File: config.mk
export PLATFORM = sky130hd
export DESIGN_NAME = balance_cascade_pid_flat
export DESIGN_NICKNAME = d
export VERILOG_FILES = /design/src/bcp_pkg.sv /design/src/bcp_in_if.sv /design/src/bcp_out_if.sv /design/src/balance_cascade_pid.sv /design/src/bcp_ser_mul.sv /design/src/bcp_ser_div.sv /design/src/flat_wrapper.sv
export SDC_FILE = /design/constraint.sdc
export NUM_CORES = 2
export LEC_CHECK = 0
export BUFFER_PORTS_ARGS = -buffer_cell sky130_fd_sc_hd__buf_4
export CORE_MARGIN = 2
export CORE_UTILIZATION = 65
export CTS_CLUSTER_DIAMETER = 100
export DETAILED_ROUTE_END_ITERATION = 6
export HOLD_SLACK_MARGIN = 0.08
export PLACE_DENSITY = 0.83
export SYNTH_ARGS = -nofsm -noshare
export SYNTH_HDL_FRONTEND = slang
export SYNTH_SLANG_ARGS = --single-unit
export TNS_END_PERCENT = 10
File: constraint.sdc
create_clock -name clk -period 13.2 [get_ports clk]
set_input_delay 2.64 -clock clk [delete_from_list [all_inputs] [get_ports clk]]
set_output_delay 2.64 -clock clk [all_outputs]
set_load 0.02 [all_outputs]
File: src/bcp_pkg.sv
// ----------------------------------------------------------------------------
// bcp_pkg
// Shared constants for the cascaded balance controller: widths, register
// indexes, reset values and divisor constants.
// ----------------------------------------------------------------------------
package bcp_pkg;

  // configuration port
  localparam int CFG_IDX_W  = 3;
  localparam int CFG_DATA_W = 17;

  // register indexes
  localparam logic [CFG_IDX_W-1:0] REG_ANGLE_GAIN_P   = 3'd0;
  localparam logic [CFG_IDX_W-1:0] REG_ANGLE_GAIN_D   = 3'd1;
  localparam logic [CFG_IDX_W-1:0] REG_SPEED_GAIN_P   = 3'd2;
  localparam logic [CFG_IDX_W-1:0] REG_STEER_GAIN_P   = 3'd3;
  localparam logic [CFG_IDX_W-1:0] REG_STEER_GAIN_D   = 3'd4;
  localparam logic [CFG_IDX_W-1:0] REG_BALANCE_OFFSET = 3'd5;
  localparam logic [CFG_IDX_W-1:0] REG_DRIVE_LIMIT    = 3'd6;
  localparam logic [CFG_IDX_W-1:0] REG_INTEGRAL_LIMIT = 3'd7;

  // register reset values
  localparam logic [15:0] RST_ANGLE_GAIN_P   = 16'd20890;
  localparam logic [15:0] RST_ANGLE_GAIN_D   = 16'd123;
  localparam logic [15:0] RST_SPEED_GAIN_P   = 16'd2048;
  localparam logic [15:0] RST_STEER_GAIN_P   = 16'd40960;
  localparam logic [15:0] RST_STEER_GAIN_D   = 16'd25;
  localparam logic [15:0] RST_BALANCE_OFFSET = 16'd512;
  localparam logic [14:0] RST_DRIVE_LIMIT    = 15'd40;
  localparam logic [16:0] RST_INTEGRAL_LIMIT = 17'd20000;

  localparam int MAX_SPEED_DEF = 20;

  // serial arithmetic units
  localparam int MUL_W   = 48;   // accumulator width
  localparam int GAIN_W  = 16;   // multiplier operand width
  localparam int DIV_W   = 29;   // dividend / quotient width
  localparam int DEN_W   = 8;    // divisor width
  localparam logic [DEN_W-1:0] DEN_TEN         = 8'd10;
  localparam logic [DEN_W-1:0] DEN_TWO_HUNDRED = 8'd200;

endpackage

File: src/bcp_in_if.sv
// ----------------------------------------------------------------------------
// bcp_in_if
// Input channel: one control tick of sensor readings and buttons.
// ----------------------------------------------------------------------------
interface bcp_in_if;
  logic              valid;
  logic              ready;
  logic signed [15:0] left_count;
  logic signed [15:0] right_count;
  logic signed [15:0] roll_angle;
  logic signed [15:0] gyro_x;
  logic signed [15:0] gyro_z;
  logic              go_forward;
  logic              go_back;
  logic              steer_left;
  logic              steer_right;
  logic              clear_integral;

  modport source (output valid, left_count, right_count, roll_angle, gyro_x, gyro_z,
                  go_forward, go_back, steer_left, steer_right, clear_integral,
                  input ready);
  modport sink   (input valid, left_count, right_count, roll_angle, gyro_x, gyro_z,
                  go_forward, go_back, steer_left, steer_right, clear_integral,
                  output ready);
endinterface

File: src/bcp_out_if.sv
// ----------------------------------------------------------------------------
// bcp_out_if
// Result channel: left and right motor commands.
// ----------------------------------------------------------------------------
interface bcp_out_if;
  logic              valid;
  logic              ready;
  logic signed [15:0] motor_left;
  logic signed [15:0] motor_right;

  modport source (output valid, motor_left, motor_right, input ready);
  modport sink   (input valid, motor_left, motor_right, output ready);
endinterface

File: src/balance_cascade_pid.sv
// ----------------------------------------------------------------------------
// balance_cascade_pid
// Cascaded velocity PI / angle PD / turn PD controller for a two-wheeled
// balancing robot, built on a shared bit-serial multiplier and divider.
// ----------------------------------------------------------------------------
// One tick in, one motor pair out. Each tick runs from acceptance to the
// result through two serial divisions (the 0.3/0.7 filter and the velocity
// scaling by 200) and four shift-add products on one shared multiplier,
// with sequencing states for unit start-up and hand-over. A new tick is
// taken once the sequencer is back in idle, the cycle after the result is
// registered, so a new tick is not accepted before the last one is through.
// This holds even while the last result still waits in the output register.
// Configuration is written through cfg_we/cfg_index/cfg_data; the user must
// write it only while no tick is in flight, the block does not enforce this.
// ----------------------------------------------------------------------------
module balance_cascade_pid #(
  parameter int MAX_TARGET_SPEED = bcp_pkg::MAX_SPEED_DEF
) (
  input  logic                            clk,
  input  logic                            rst_n,
  bcp_in_if.sink                          in_ch,
  bcp_out_if.source                       out_ch,
  input  logic                            cfg_we,
  input  logic [bcp_pkg::CFG_IDX_W-1:0]   cfg_index,
  input  logic [bcp_pkg::CFG_DATA_W-1:0]  cfg_data
);
  import bcp_pkg::*;

  localparam logic signed [6:0] MAX_TS = 7'(MAX_TARGET_SPEED);

  typedef enum logic [3:0] {
    S_IDLE, S_PREP, S_DIV1, S_INT, S_MUL1, S_DIV2, S_SP,
    S_MUL2, S_MUL3, S_MUL4, S_OUT
  } state_t;

  // configuration registers
  logic [15:0]        agp_r, agd_r, sgp_r, stp_r, std_r;
  logic signed [15:0] off_r;
  logic [14:0]        dlim_r;
  logic [16:0]        ilim_r;

  always_ff @(posedge clk) begin
    if (!rst_n) begin
      agp_r  <= RST_ANGLE_GAIN_P;
      agd_r  <= RST_ANGLE_GAIN_D;
      sgp_r  <= RST_SPEED_GAIN_P;
      stp_r  <= RST_STEER_GAIN_P;
      std_r  <= RST_STEER_GAIN_D;
      off_r  <= RST_BALANCE_OFFSET;
      dlim_r <= RST_DRIVE_LIMIT;
      ilim_r <= RST_INTEGRAL_LIMIT;
    end else if (cfg_we) begin
      case (cfg_index)
        REG_ANGLE_GAIN_P:   agp_r  <= cfg_data[15:0];
        REG_ANGLE_GAIN_D:   agd_r  <= cfg_data[15:0];
        REG_SPEED_GAIN_P:   sgp_r  <= cfg_data[15:0];
        REG_STEER_GAIN_P:   stp_r  <= cfg_data[15:0];
        REG_STEER_GAIN_D:   std_r  <= cfg_data[15:0];
        REG_BALANCE_OFFSET: off_r  <= cfg_data[15:0];
        REG_DRIVE_LIMIT:    dlim_r <= cfg_data[14:0];
        REG_INTEGRAL_LIMIT: ilim_r <= cfg_data;
        default: ;
      endcase
    end
  end

  // sequencer state and registers
  state_t             state_r;
  logic signed [5:0]  ts_r;
  logic signed [17:0] fe_r;
  logic signed [17:0] ei_r;
  logic signed [15:0] left_r, right_r, roll_r, gx_r, gz_r;
  logic               lf_r, rt_r, clr_r;
  logic               neg_r;
  logic signed [21:0] vel_r;
  logic signed [15:0] drive_r;
  logic               out_valid_r;
  logic signed [15:0] mleft_r, mright_r;

  logic                    mul_go_r;
  logic signed [MUL_W-1:0] mul_a_r;
  logic [GAIN_W-1:0]       mul_b_r;
  logic signed [MUL_W-1:0] mul_c_r;
  logic                    mul_done;
  logic signed [MUL_W-1:0] mul_acc;

  logic                    div_go_r;
  logic [DIV_W-1:0]        div_num_r;
  logic [DEN_W-1:0]        div_den_r;
  logic                    div_done;
  logic [DIV_W-1:0]        div_q;

  bcp_ser_mul u_mul (
    .clk      (clk),
    .rst_n    (rst_n),
    .start    (mul_go_r),
    .mcand    (mul_a_r),
    .mplier   (mul_b_r),
    .acc_init (mul_c_r),
    .done     (mul_done),
    .acc      (mul_acc)
  );

  bcp_ser_div u_div (
    .clk      (clk),
    .rst_n    (rst_n),
    .start    (div_go_r),
    .dividend (div_num_r),
    .divisor  (div_den_r),
    .done     (div_done),
    .quotient (div_q)
  );

  logic               accept;
  logic signed [6:0]  ts_base, ts_sum, ts_nxt;
  logic signed [17:0] err;
  logic signed [21:0] tmix;
  logic [21:0]        tmag;
  logic signed [17:0] filt;
  logic signed [18:0] isum, ilim19;
  logic signed [17:0] integ;
  logic signed [26:0] spd;
  logic [MUL_W-1:0]   amag;
  logic signed [30:0] sp, dang;
  logic signed [MUL_W-1:0] shr20, shr12, dlim48, ang, turn, ml, mr;
  logic signed [MUL_W-1:0] dir_init;
  logic [GAIN_W-1:0]  kd_eff;

  assign accept = in_ch.valid && in_ch.ready;

  // per-stage arithmetic
  always_comb begin
    // target speed ramp
    ts_base = (!in_ch.go_forward && !in_ch.go_back) ? 7'sd0 : 7'(ts_r);
    ts_sum  = ts_base + (in_ch.go_forward ? 7'sd1 : 7'sd0)
                      - (in_ch.go_back ? 7'sd1 : 7'sd0);
    if (ts_sum > MAX_TS) ts_nxt = MAX_TS;
    else if (ts_sum < -MAX_TS) ts_nxt = -MAX_TS;
    else ts_nxt = ts_sum;

    // speed error and low-pass numerator
    err  = 18'(left_r) + 18'(right_r) - 18'(ts_r);
    tmix = 22'(err) * 22'sd3 + 22'(fe_r) * 22'sd7;
    tmag = tmix[21] ? 22'(-tmix) : 22'(tmix);
    filt = neg_r ? -$signed(div_q[17:0]) : $signed(div_q[17:0]);

    // integral with symmetric clamp, then clear
    isum   = 19'(ei_r) + 19'(fe_r);
    ilim19 = $signed({2'b00, ilim_r});
    if (isum > ilim19) integ = 18'(ilim19);
    else if (isum < -ilim19) integ = 18'(-ilim19);
    else integ = 18'(isum);
    if (clr_r) integ = 18'sd0;
    spd = 27'(fe_r) * 27'sd200 + 27'(integ);

    // magnitude for the velocity scaling
    amag = mul_acc[MUL_W-1] ? MUL_W'(-mul_acc) : MUL_W'(mul_acc);

    // balance setpoint and angle error
    sp   = (31'(vel_r) <<< 8) + 31'(off_r);
    dang = 31'(roll_r) - sp;

    // angle drive, truncated toward zero and clamped
    shr20 = (mul_acc >>> 20) +
            ((mul_acc[MUL_W-1] && (|mul_acc[19:0])) ? 48'sd1 : 48'sd0);
    dlim48 = $signed(MUL_W'({1'b0, dlim_r}));
    if (shr20 > dlim48) ang = dlim48;
    else if (shr20 < -dlim48) ang = -dlim48;
    else ang = shr20;

    // turn term set-up: left wins, no damping while turning
    kd_eff = (lf_r || rt_r) ? '0 : std_r;
    if (lf_r) dir_init = -$signed(MUL_W'(stp_r));
    else if (rt_r) dir_init = $signed(MUL_W'(stp_r));
    else dir_init = '0;

    // turn term and motor mix
    shr12 = (mul_acc >>> 12) +
            ((mul_acc[MUL_W-1] && (|mul_acc[11:0])) ? 48'sd1 : 48'sd0);
    turn = shr12;
    ml   = 48'(drive_r) - turn;
    mr   = 48'(drive_r) + turn;
  end

  function automatic logic signed [15:0] sat16(input logic signed [MUL_W-1:0] v);
    if (v > 48'sd32767) sat16 = 16'sh7fff;
    else if (v < -48'sd32768) sat16 = 16'sh8000;
    else sat16 = 16'(v);
  endfunction

  // sequencer
  always_ff @(posedge clk) begin
    if (!rst_n) begin
      state_r     <= S_IDLE;
      ts_r        <= '0;
      fe_r        <= '0;
      ei_r        <= '0;
      out_valid_r <= 1'b0;
      mul_go_r    <= 1'b0;
      div_go_r    <= 1'b0;
    end else begin
      mul_go_r <= 1'b0;
      div_go_r <= 1'b0;
      // result transfer out; a new result in S_OUT refills the register
      if (out_valid_r && out_ch.ready && (state_r != S_OUT)) out_valid_r <= 1'b0;
      case (state_r)
        S_IDLE: begin
          if (accept) begin
            left_r  <= in_ch.left_count;
            right_r <= in_ch.right_count;
            roll_r  <= in_ch.roll_angle;
            gx_r    <= in_ch.gyro_x;
            gz_r    <= in_ch.gyro_z;
            lf_r    <= in_ch.steer_left;
            rt_r    <= in_ch.steer_right;
            clr_r   <= in_ch.clear_integral;
            ts_r    <= 6'(ts_nxt);
            state_r <= S_PREP;
          end
        end
        S_PREP: begin
          neg_r     <= tmix[21];
          div_num_r <= DIV_W'(tmag);
          div_den_r <= DEN_TEN;
          div_go_r  <= 1'b1;
          state_r   <= S_DIV1;
        end
        S_DIV1: begin
          if (div_done) begin
            fe_r    <= filt;
            state_r <= S_INT;
          end
        end
        S_INT: begin
          ei_r     <= integ;
          mul_a_r  <= MUL_W'(spd);
          mul_b_r  <= sgp_r;
          mul_c_r  <= '0;
          mul_go_r <= 1'b1;
          state_r  <= S_MUL1;
        end
        S_MUL1: begin
          if (mul_done) begin
            neg_r     <= mul_acc[MUL_W-1];
            div_num_r <= amag[DIV_W+11:12];
            div_den_r <= DEN_TWO_HUNDRED;
            div_go_r  <= 1'b1;
            state_r   <= S_DIV2;
          end
        end
        S_DIV2: begin
          if (div_done) begin
            vel_r   <= neg_r ? -$signed(div_q[21:0]) : $signed(div_q[21:0]);
            state_r <= S_SP;
          end
        end
        S_SP: begin
          mul_a_r  <= MUL_W'(dang);
          mul_b_r  <= agp_r;
          mul_c_r  <= '0;
          mul_go_r <= 1'b1;
          state_r  <= S_MUL2;
        end
        S_MUL2: begin
          if (mul_done) begin
            mul_a_r  <= MUL_W'(gx_r) <<< 8;
            mul_b_r  <= agd_r;
            mul_c_r  <= mul_acc;
            mul_go_r <= 1'b1;
            state_r  <= S_MUL3;
          end
        end
        S_MUL3: begin
          if (mul_done) begin
            drive_r  <= 16'(ang);
            mul_a_r  <= MUL_W'(gz_r);
            mul_b_r  <= kd_eff;
            mul_c_r  <= dir_init;
            mul_go_r <= 1'b1;
            state_r  <= S_MUL4;
          end
        end
        S_MUL4: begin
          if (mul_done) state_r <= S_OUT;
        end
        S_OUT: begin
          if (!out_valid_r || out_ch.ready) begin
            mleft_r     <= sat16(ml);
            mright_r    <= sat16(mr);
            out_valid_r <= 1'b1;
            state_r     <= S_IDLE;
          end
        end
        default: state_r <= S_IDLE;
      endcase
    end
  end

  assign in_ch.ready        = (state_r == S_IDLE);
  assign out_ch.valid       = out_valid_r;
  assign out_ch.motor_left  = mleft_r;
  assign out_ch.motor_right = mright_r;

  // checks
  a_ts_range: assert property (@(posedge clk) disable iff (!rst_n)
    (7'(ts_r) <= MAX_TS) && (7'(ts_r) >= -MAX_TS))
    else $error("target speed outside its clamp");

  a_units_exclusive: assert property (@(posedge clk) disable iff (!rst_n)
    !(mul_done && div_done))
    else $error("multiplier and divider finished together");

  a_no_early_result: assert property (@(posedge clk) disable iff (!rst_n)
    accept |=> !$rose(out_ch.valid))
    else $error("result raised straight after a transfer in");

endmodule

File: src/bcp_ser_mul.sv
// ----------------------------------------------------------------------------
// bcp_ser_mul
// Bit-serial shift-add multiply-accumulate: one multiplier bit per cycle,
// accumulator preloaded at start.
// ----------------------------------------------------------------------------
module bcp_ser_mul (
  input  logic                             clk,
  input  logic                             rst_n,
  input  logic                             start,
  input  logic signed [bcp_pkg::MUL_W-1:0]  mcand,
  input  logic [bcp_pkg::GAIN_W-1:0]        mplier,
  input  logic signed [bcp_pkg::MUL_W-1:0]  acc_init,
  output logic                             done,
  output logic signed [bcp_pkg::MUL_W-1:0]  acc
);
  import bcp_pkg::*;

  localparam int CNT_W = $clog2(GAIN_W);

  logic signed [MUL_W-1:0]  mcand_r;
  logic [GAIN_W-1:0]        mplier_r;
  logic signed [MUL_W-1:0]  acc_r;
  logic [CNT_W-1:0]         cnt_r;
  logic                     run_r;
  logic                     done_r;

  // shift-add step
  always_ff @(posedge clk) begin
    if (!rst_n) begin
      run_r  <= 1'b0;
      done_r <= 1'b0;
      cnt_r  <= '0;
    end else begin
      done_r <= 1'b0;
      if (start) begin
        mcand_r  <= mcand;
        mplier_r <= mplier;
        acc_r    <= acc_init;
        cnt_r    <= '0;
        run_r    <= 1'b1;
      end else if (run_r) begin
        if (mplier_r[0]) begin
          acc_r <= acc_r + mcand_r;
        end
        mcand_r  <= mcand_r <<< 1;
        mplier_r <= mplier_r >> 1;
        cnt_r    <= cnt_r + 1'b1;
        if (cnt_r == CNT_W'(GAIN_W - 1)) begin
          run_r  <= 1'b0;
          done_r <= 1'b1;
        end
      end
    end
  end

  assign done = done_r;
  assign acc  = acc_r;

endmodule

File: src/bcp_ser_div.sv
// ----------------------------------------------------------------------------
// bcp_ser_div
// Restoring divider for unsigned magnitudes: one quotient bit per cycle.
// ----------------------------------------------------------------------------
module bcp_ser_div (
  input  logic                       clk,
  input  logic                       rst_n,
  input  logic                       start,
  input  logic [bcp_pkg::DIV_W-1:0]   dividend,
  input  logic [bcp_pkg::DEN_W-1:0]   divisor,
  output logic                       done,
  output logic [bcp_pkg::DIV_W-1:0]   quotient
);
  import bcp_pkg::*;

  localparam int CNT_W = $clog2(DIV_W);

  logic [DIV_W-1:0] quo_r;
  logic [DEN_W-1:0] den_r;
  logic [DEN_W-1:0] rem_r;
  logic [CNT_W-1:0] cnt_r;
  logic             run_r;
  logic             done_r;
  logic [DEN_W:0]   shifted;
  logic [DEN_W:0]   diff;
  logic             ge;

  // trial subtract of the next dividend bit
  always_comb begin
    shifted = {rem_r, quo_r[DIV_W-1]};
    diff    = shifted - {1'b0, den_r};
    ge      = (shifted >= {1'b0, den_r});
  end

  always_ff @(posedge clk) begin
    if (!rst_n) begin
      run_r  <= 1'b0;
      done_r <= 1'b0;
      cnt_r  <= '0;
    end else begin
      done_r <= 1'b0;
      if (start) begin
        quo_r <= dividend;
        den_r <= divisor;
        rem_r <= '0;
        cnt_r <= '0;
        run_r <= 1'b1;
      end else if (run_r) begin
        rem_r <= ge ? diff[DEN_W-1:0] : shifted[DEN_W-1:0];
        quo_r <= {quo_r[DIV_W-2:0], ge};
        cnt_r <= cnt_r + 1'b1;
        if (cnt_r == CNT_W'(DIV_W - 1)) begin
          run_r  <= 1'b0;
          done_r <= 1'b1;
        end
      end
    end
  end

  assign done     = done_r;
  assign quotient = quo_r;

endmodule
File: src/flat_wrapper.sv
// flat-port wrapper written by rule: the top's interface ports become plain ports
module balance_cascade_pid_flat import bcp_pkg::*;
#(
  parameter int MAX_TARGET_SPEED = bcp_pkg::MAX_SPEED_DEF
)
  (clk, rst_n, cfg_we, cfg_index, cfg_data, in_ch_valid, in_ch_left_count, in_ch_right_count, in_ch_roll_angle, in_ch_gyro_x, in_ch_gyro_z, in_ch_go_forward, in_ch_go_back, in_ch_steer_left, in_ch_steer_right, in_ch_clear_integral, in_ch_ready, out_ch_valid, out_ch_motor_left, out_ch_motor_right, out_ch_ready);
  bcp_in_if in_ch_i ();
  bcp_out_if out_ch_i ();
  input  logic clk;
  input  logic rst_n;
  input  logic cfg_we;
  input  logic [bcp_pkg::CFG_IDX_W-1:0] cfg_index;
  input  logic [bcp_pkg::CFG_DATA_W-1:0] cfg_data;
  input wire logic [$bits(in_ch_i.valid)-1:0] in_ch_valid;
  input wire logic [$bits(in_ch_i.left_count)-1:0] in_ch_left_count;
  input wire logic [$bits(in_ch_i.right_count)-1:0] in_ch_right_count;
  input wire logic [$bits(in_ch_i.roll_angle)-1:0] in_ch_roll_angle;
  input wire logic [$bits(in_ch_i.gyro_x)-1:0] in_ch_gyro_x;
  input wire logic [$bits(in_ch_i.gyro_z)-1:0] in_ch_gyro_z;
  input wire logic [$bits(in_ch_i.go_forward)-1:0] in_ch_go_forward;
  input wire logic [$bits(in_ch_i.go_back)-1:0] in_ch_go_back;
  input wire logic [$bits(in_ch_i.steer_left)-1:0] in_ch_steer_left;
  input wire logic [$bits(in_ch_i.steer_right)-1:0] in_ch_steer_right;
  input wire logic [$bits(in_ch_i.clear_integral)-1:0] in_ch_clear_integral;
  output wire logic [$bits(in_ch_i.ready)-1:0] in_ch_ready;
  output wire logic [$bits(out_ch_i.valid)-1:0] out_ch_valid;
  output wire logic [$bits(out_ch_i.motor_left)-1:0] out_ch_motor_left;
  output wire logic [$bits(out_ch_i.motor_right)-1:0] out_ch_motor_right;
  input wire logic [$bits(out_ch_i.ready)-1:0] out_ch_ready;
  assign in_ch_i.valid = in_ch_valid;
  assign in_ch_i.left_count = in_ch_left_count;
  assign in_ch_i.right_count = in_ch_right_count;
  assign in_ch_i.roll_angle = in_ch_roll_angle;
  assign in_ch_i.gyro_x = in_ch_gyro_x;
  assign in_ch_i.gyro_z = in_ch_gyro_z;
  assign in_ch_i.go_forward = in_ch_go_forward;
  assign in_ch_i.go_back = in_ch_go_back;
  assign in_ch_i.steer_left = in_ch_steer_left;
  assign in_ch_i.steer_right = in_ch_steer_right;
  assign in_ch_i.clear_integral = in_ch_clear_integral;
  assign in_ch_ready = in_ch_i.ready;
  assign out_ch_valid = out_ch_i.valid;
  assign out_ch_motor_left = out_ch_i.motor_left;
  assign out_ch_motor_right = out_ch_i.motor_right;
  assign out_ch_i.ready = out_ch_ready;
  balance_cascade_pid #(.MAX_TARGET_SPEED(MAX_TARGET_SPEED)) u_core (.clk(clk), .rst_n(rst_n), .in_ch(in_ch_i), .out_ch(out_ch_i), .cfg_we(cfg_we), .cfg_index(cfg_index), .cfg_data(cfg_data));
endmodule
Word level (Yosys, flattened, before mapping) --
Index checks and enable logic that the tools add are counted.
Storage, ports and cells: bits in registers 650, input bits 110, output and inout port bits 34, logic and storage cells 234
Cells by class: add/sub/neg operators 24, $mul 3, $lt $le $gt $ge 11, equal/unequal tests 28, multiplexer cells 70, bitwise logic cells 3, reductions and logical operators 49
Operator list (count):
- 2-to-1 mux 48 bit | 10
- case mux 48 bit (4 select lines) | 1
- 2-to-1 mux 16 bit | 9
- case mux 48 bit (3 select lines) | 1
- greater-than comparator 48 x 16 -> 1 bit, second input constant | 2
- less-than comparator 48 x 16 -> 1 bit, second input constant | 2
- 2-to-1 mux 29 bit | 3
- 2-to-1 mux 18 bit | 4
- case mux 16 bit (4 select lines) | 1
- case mux 29 bit (2 select lines) | 1
- adder 16 x 48 -> 48 bit | 1
- adder 48 bit | 1
- greater-than comparator 48 x 16 -> 1 bit | 1
- less-than comparator 48 bit | 1
- negator 15 -> 48 bit | 1
- negator 16 -> 48 bit | 1
- subtractor 16 x 48 -> 48 bit | 1
- 2-to-1 mux 22 bit | 2
- negator 22 bit | 2
- case mux 4 bit (11 select lines) | 1
- 2-to-1 mux 41 bit | 1
- negator 41 bit | 1
- adder 36 x 2 -> 37 bit | 1
- 2-to-1 mux 4 bit | 8
- other kinds (58) | 131

Longest topological paths before layout --
word-level depth 8, mapped depth 37, gate-level depth less buffers 36

Cells and area by module --
A second synthesis with hierarchy kept.
Unflattened totals: cells, all modules 5269, area, all modules 48232.5 um2
Modules (own cells, without submodules):
- balance_cascade_pid | instances 1, cells an instance 4352, area an instance 37948.9 um2, sequential area each 11951.5 um2
- bcp_ser_mul | instances 1, cells an instance 733, area an instance 7767.4 um2, sequential area each 3483.3 um2
- bcp_ser_div | instances 1, cells an instance 184, area an instance 2516.2 um2, sequential area each 1491.4 um2

Worst setup path before layout --
Ideal clock, no wire load.
path kind flip-flop to flip-flop, start point register u_core.right_r[1], end point register u_core.div_num_r[20], data pin, arrival 7.348 ns, required time 12.930 ns, path slack 5.582 ns, stages on the path, launching flop included 35, path buffers 0, clock period less this slack 7.618 ns, cells stage by stage edfxtp_1 > inv_1 > fa_1 > inv_1 > fa_1 > a21o_1 > a21oi_1 > o21ai_0 > a21oi_1 > o21bai_1 > a21oi_1 > o21ai_0 > nor2_1 > xnor2_1 > ha_1 > ha_1 > nand3_1 > nand2_1 > a41o_1 > or2_2 > nand2_1 > a21boi_0 > or2_2 > xor2_1 > fa_1 > ha_1 > nor3_1 > nand2_1 > o21ai_0 > mux2i_1 > a2111oi_0 > nand4b_1 > o41ai_1 > xor2_1 > a21oi_1
On the way: cells in the longest elaborated chain, start to end 7
RTL lines:
- start, declared | RTL line balance_cascade_pid.sv:72 | logic signed [15:0] left_r, right_r, roll_r, gx_r, gz_r;
- start signal, assigned | RTL line balance_cascade_pid.sv:210 | right_r <= in_ch.right_count;
- adder 16 x 16 -> 17 bit (*) | RTL line balance_cascade_pid.sv:142 | err = 18'(left_r) + 18'(right_r) - 18'(ts_r);
- subtractor 17 x 6 -> 18 bit (*) | RTL line balance_cascade_pid.sv:142
- multiplier 18 x 3 -> 21 bit (*) | RTL line balance_cascade_pid.sv:143 | tmix = 22'(err) * 22'sd3 + 22'(fe_r) * 22'sd7;
- adder 22 bit (*) | RTL line balance_cascade_pid.sv:143
- negator 22 bit | RTL line balance_cascade_pid.sv:144 | tmag = tmix[21] ? 22'(-tmix) : 22'(tmix);
- 2-to-1 mux 22 bit (*) | RTL line balance_cascade_pid.sv:144
- case mux 29 bit (2 select lines) (*) | RTL line balance_cascade_pid.sv:206 | case (state_r)
- end signal, assigned | RTL line balance_cascade_pid.sv:223 | div_num_r <= DIV_W'(tmag);
- end signal, assigned | RTL line balance_cascade_pid.sv:245 | div_num_r <= amag[DIV_W+11:12];
- end, declared | RTL line balance_cascade_pid.sv:88 | logic [DIV_W-1:0] div_num_r;
Every way passes the cells marked *; elsewhere a longest branch is shown, timed or not. A chain may end at the register's enable or synchronous reset.

Final worst setup path --
start point register u_core.right_r[1], end point register u_core.div_num_r[17], data pin
Same word-level chain as after synthesis.

==> impl_metrics.yaml <==
floorplanning:
  fp.coreArea_um2: 72700
  floorplan.initialDensity: 0.653
  die_y_um: 274
  fp.dieArea_um2: 75300
  die_w_um: 274
  row_count: 99
  pin_count: 144
placed_design:
  finalWeightedCongestion: 0.990
  numPortBuffers: 143
  dpl_cell_area_um2: 49300
  placed_cells: 6146
  hpwl_after_detailed_placement_mm: 94.0
clocking:
  clock-root-buffer: "clkbuf_16"
  post_cts_hold_fix_bufs: 0
  htree_num_levels: 3
  clock_latency_on_the_worst_skew_pair_ns: 0.66
  post_cts_resize_count: 0
  cts-buffers-inserted: 70
  cts_tree: "built"
  clkTransAtPathRegs_ns: 0.06
  clock_sink_total: 621
  clk_path_buf_depth: 3
  number_of_post_cts_setup_repair_buffers: 0
finish:
  synthToLayoutAreaGrowth_pct: 9.06
  n_antenna_cell: 0
  drive_above_1_share: 0.0809
  stdcell_count: 6276
  fillCellCount: 5489
  layout.nets: 5908
  design_area_um2: 51800
setup_path:
  crit_path_launch_type: "register"
  crit_slowest_cell: "xnor2_1"
  critPathMaxFanout: 14
  worst-r2r-setup-slack_ns: 4.46
  path_common_cell: "a21oi_1"
  worstSetupPathType: "reg2reg"
  end_kind: "register"
  arrival_ns: 9.14
  critical_path_required_ns: 13.60
  critical-path-max-stage-delay_ns: 0.93
worst_hold_path:
  worstHoldPathType: "reg2reg"
pwr:
  power.share.sequential: 0.189
  share_comb_of_total_power: 0.664
  power_density_nw_per_um2: 281
  power.net_switching_uw: 6640
  leakage_power_of_the_design_uw: 0.0216
  p_int_uw: 7930
  p_clk_frac: 0.147
  finalPower_uw: 14600
  peakVddDrop_mv: 0.670
  netSwitchingFraction: 0.456
synthesis:
  seq_area_frac_synth: 0.353
  syn_inst: 5238
  synth_top_flop_cell: "edfxtp_1"
  ys_warn_count: 0
  mappedNetlistNets: 5887
  ys_async_sr_fraction: 0
  post_synth.cell_area_avg_um2: 9.07
  synth.lib_cells_used.distinct: 84
  synthesis.area_um2: 47500
  number_of_synthesized_flops_with_an_enable_pin: 431
  postSynthRegisterBits: 621
outcome:
  violations: "design-rule violations"
  status: "finished, violations left"
routing:
  number_of_search_and_repair_iterations_in_the_first_detailed_routing_pass: 7
  routed_wirelength_mm: 126
  drt_iter0_markers: 3890
  dr_total_vias: 39300
  antenna_left: 0
  wl_per_cell_um: 20.1
  via_per_instance_ratio: 6.26
  drc: 7
flow_run:
  max_cap_violations: 0
grt:
  grt_max_degree: 152
  grt_first_pass_wirelength_mm: 199
  grt.total_usage: 0.332
  first_global_vias: 38200
  grt_remaining_overflow: 0
  grt_antenna_before_repair: 0
timing:
  grt_setup_unrepaired: "false"
  finalClockSkew_ns: 0.0499
  timing.slew.headroom: 0.185
  worst_hold_slack_ns: 0.423
  worst-slew-pin-transition_ns: 1.22
  timing.final.setup_violations: 0
  fin_tns_setup_ns: 0
  maxClockFrequency_ghz: 0.114
  finalWorstPathRequiredPeriod_ns: 8.74
  max_slew_violation_total_from_the_final_report: 0
  final_min_period_over_clock_period: 0.662
  final-hold-violation-count: 0
-- synthesized netlist by cell type (51+ instances only) --
master,instances,area [um^2]
nand2_1,568,2130
inv_1,469,1760
ha_1,445,5570
edfxtp_1,431,12900
a21oi_1,331,1660
o21ai_0,322,1610
nor2_1,305,1140
xnor2_1,281,2460
clkbuf_1,196,736
dfxtp_1,190,3800
a21o_1,152,1140
a21boi_0,128,961
xor2_1,127,1110
nand3_1,106,531
nor3_1,106,531
fa_1,94,1880
nor2b_1,80,500
mux2_2,72,811
nand2b_1,55,344
nand4_1,54,338
mux2i_1,51,510
-- power by group through the flow --
| stage | Combinational (uW) | Clock, uW | Sequential (uW) |
|---|---|---|---|
| CTS | 9610 | 2150 | 2750 |
| finish | 9680 | 2140 | 2750 |
| global placement | 9140 | 0 | 2780 |
| detailed placement | 9520 | 0 | 2790 |
| global route | 10800 | 2230 | 2770 |
| floorplan | 7650 | 0 | 2710 |
-- placed cells by master, fill, tap and decap left out, types with 128 or more instances in the layout --
cell and count:
xnor2_1 281, dfxtp_1 189, nor2_1 303, buf_4 177, a21o_1 152, inv_1 468
o21ai_0 321, a21boi_0 128, edfxtp_1 431, ha_1 445, a21oi_1 328, nand2_1 568
-- metrics by stage --
step	utilization	worst slack, ns
CTS	0.712	4.49
global placement	0.677	4.74
global route	0.712	3.84
finish	0.712	4.46
detailed placement	0.677	4.49
floorplan	-	5.58
-- state kept, by name, indices dropped and copies added, names as in the netlist, 17 cells and up --
| name | flops |
|---|---|
| u_core.div_num_r | 29 |
| u_core.u_mul.mcand_r | 48 |
| u_core.u_div.quotient | 29 |
| u_core.fe_r | 18 |
| u_core.mul_a_r | 31 |
| u_core.ilim_r | 17 |
| u_core.mul_c_r | 48 |
| u_core.ei_r | 18 |
| u_core.u_mul.acc | 48 |
| u_core.vel_r | 22 |
-- logic make-up after synthesis --
kind of cell | count (synthesis) | synth area share
AND/OR/NAND/NOR | 1515 | 0.151
AO/OA/AOI/OAI | 1330 | 0.180
buffers and inverters | 701 | 0.0560
flip-flops | 621 | 0.353
adder cells (fa/ha/maj) | 539 | 0.157
XOR/XNOR | 409 | 0.0757
multiplexers | 123 | 0.0278
-- worst max-delay path, delay by kind of cell (launching register included) --
family / cells / cell delay, ns
XOR/XNOR: 5 / 1.63
AND/OR/NAND/NOR: 4 / 0.61
buffers and inverters: 2 / 0.13
flip-flops: 1 / 0.32
adder cells (fa/ha/maj): 6 / 2.48
AO/OA/AOI/OAI: 14 / 3.30
-- final cells by class --
class / instances / area, um^2 / area share
Sequential cell: 621 / 16700 / 0.323
Inverter: 472 / 1770 / 0.0342
Clock buffer: 91 / 1910 / 0.0369
Tap cell: 959 / 1200 / 0.0232
Clock inverter: 39 / 634 / 0.0122
Timing Repair Buffer: 178 / 1350 / 0.0260
Multi-Input combinational cell: 3916 / 28200 / 0.544
-- final timing paths --
kind	end	start	cells after the start
min	u_core.u_div.den_r[1]	u_core.div_den_r[1]	0
min reg2reg	u_core.u_div.den_r[1]	u_core.div_den_r[1]	0
max reg2reg	u_core.div_num_r[17]	u_core.right_r[1]	31
max	u_core.div_num_r[17]	u_core.right_r[1]	31
-- routing by layer --
layer	wire (um)	share of wire	global-route usage	up-vias
met5	0	0	0	-
met4	4580	0.036	0.120	0
met3	9920	0.079	0.0469	298
met2	60800	0.48	0.570	1620
met1	51000	0.40	0.428	18800
li1	-	-	-	18600
Power figures use the tool's default switching activity.
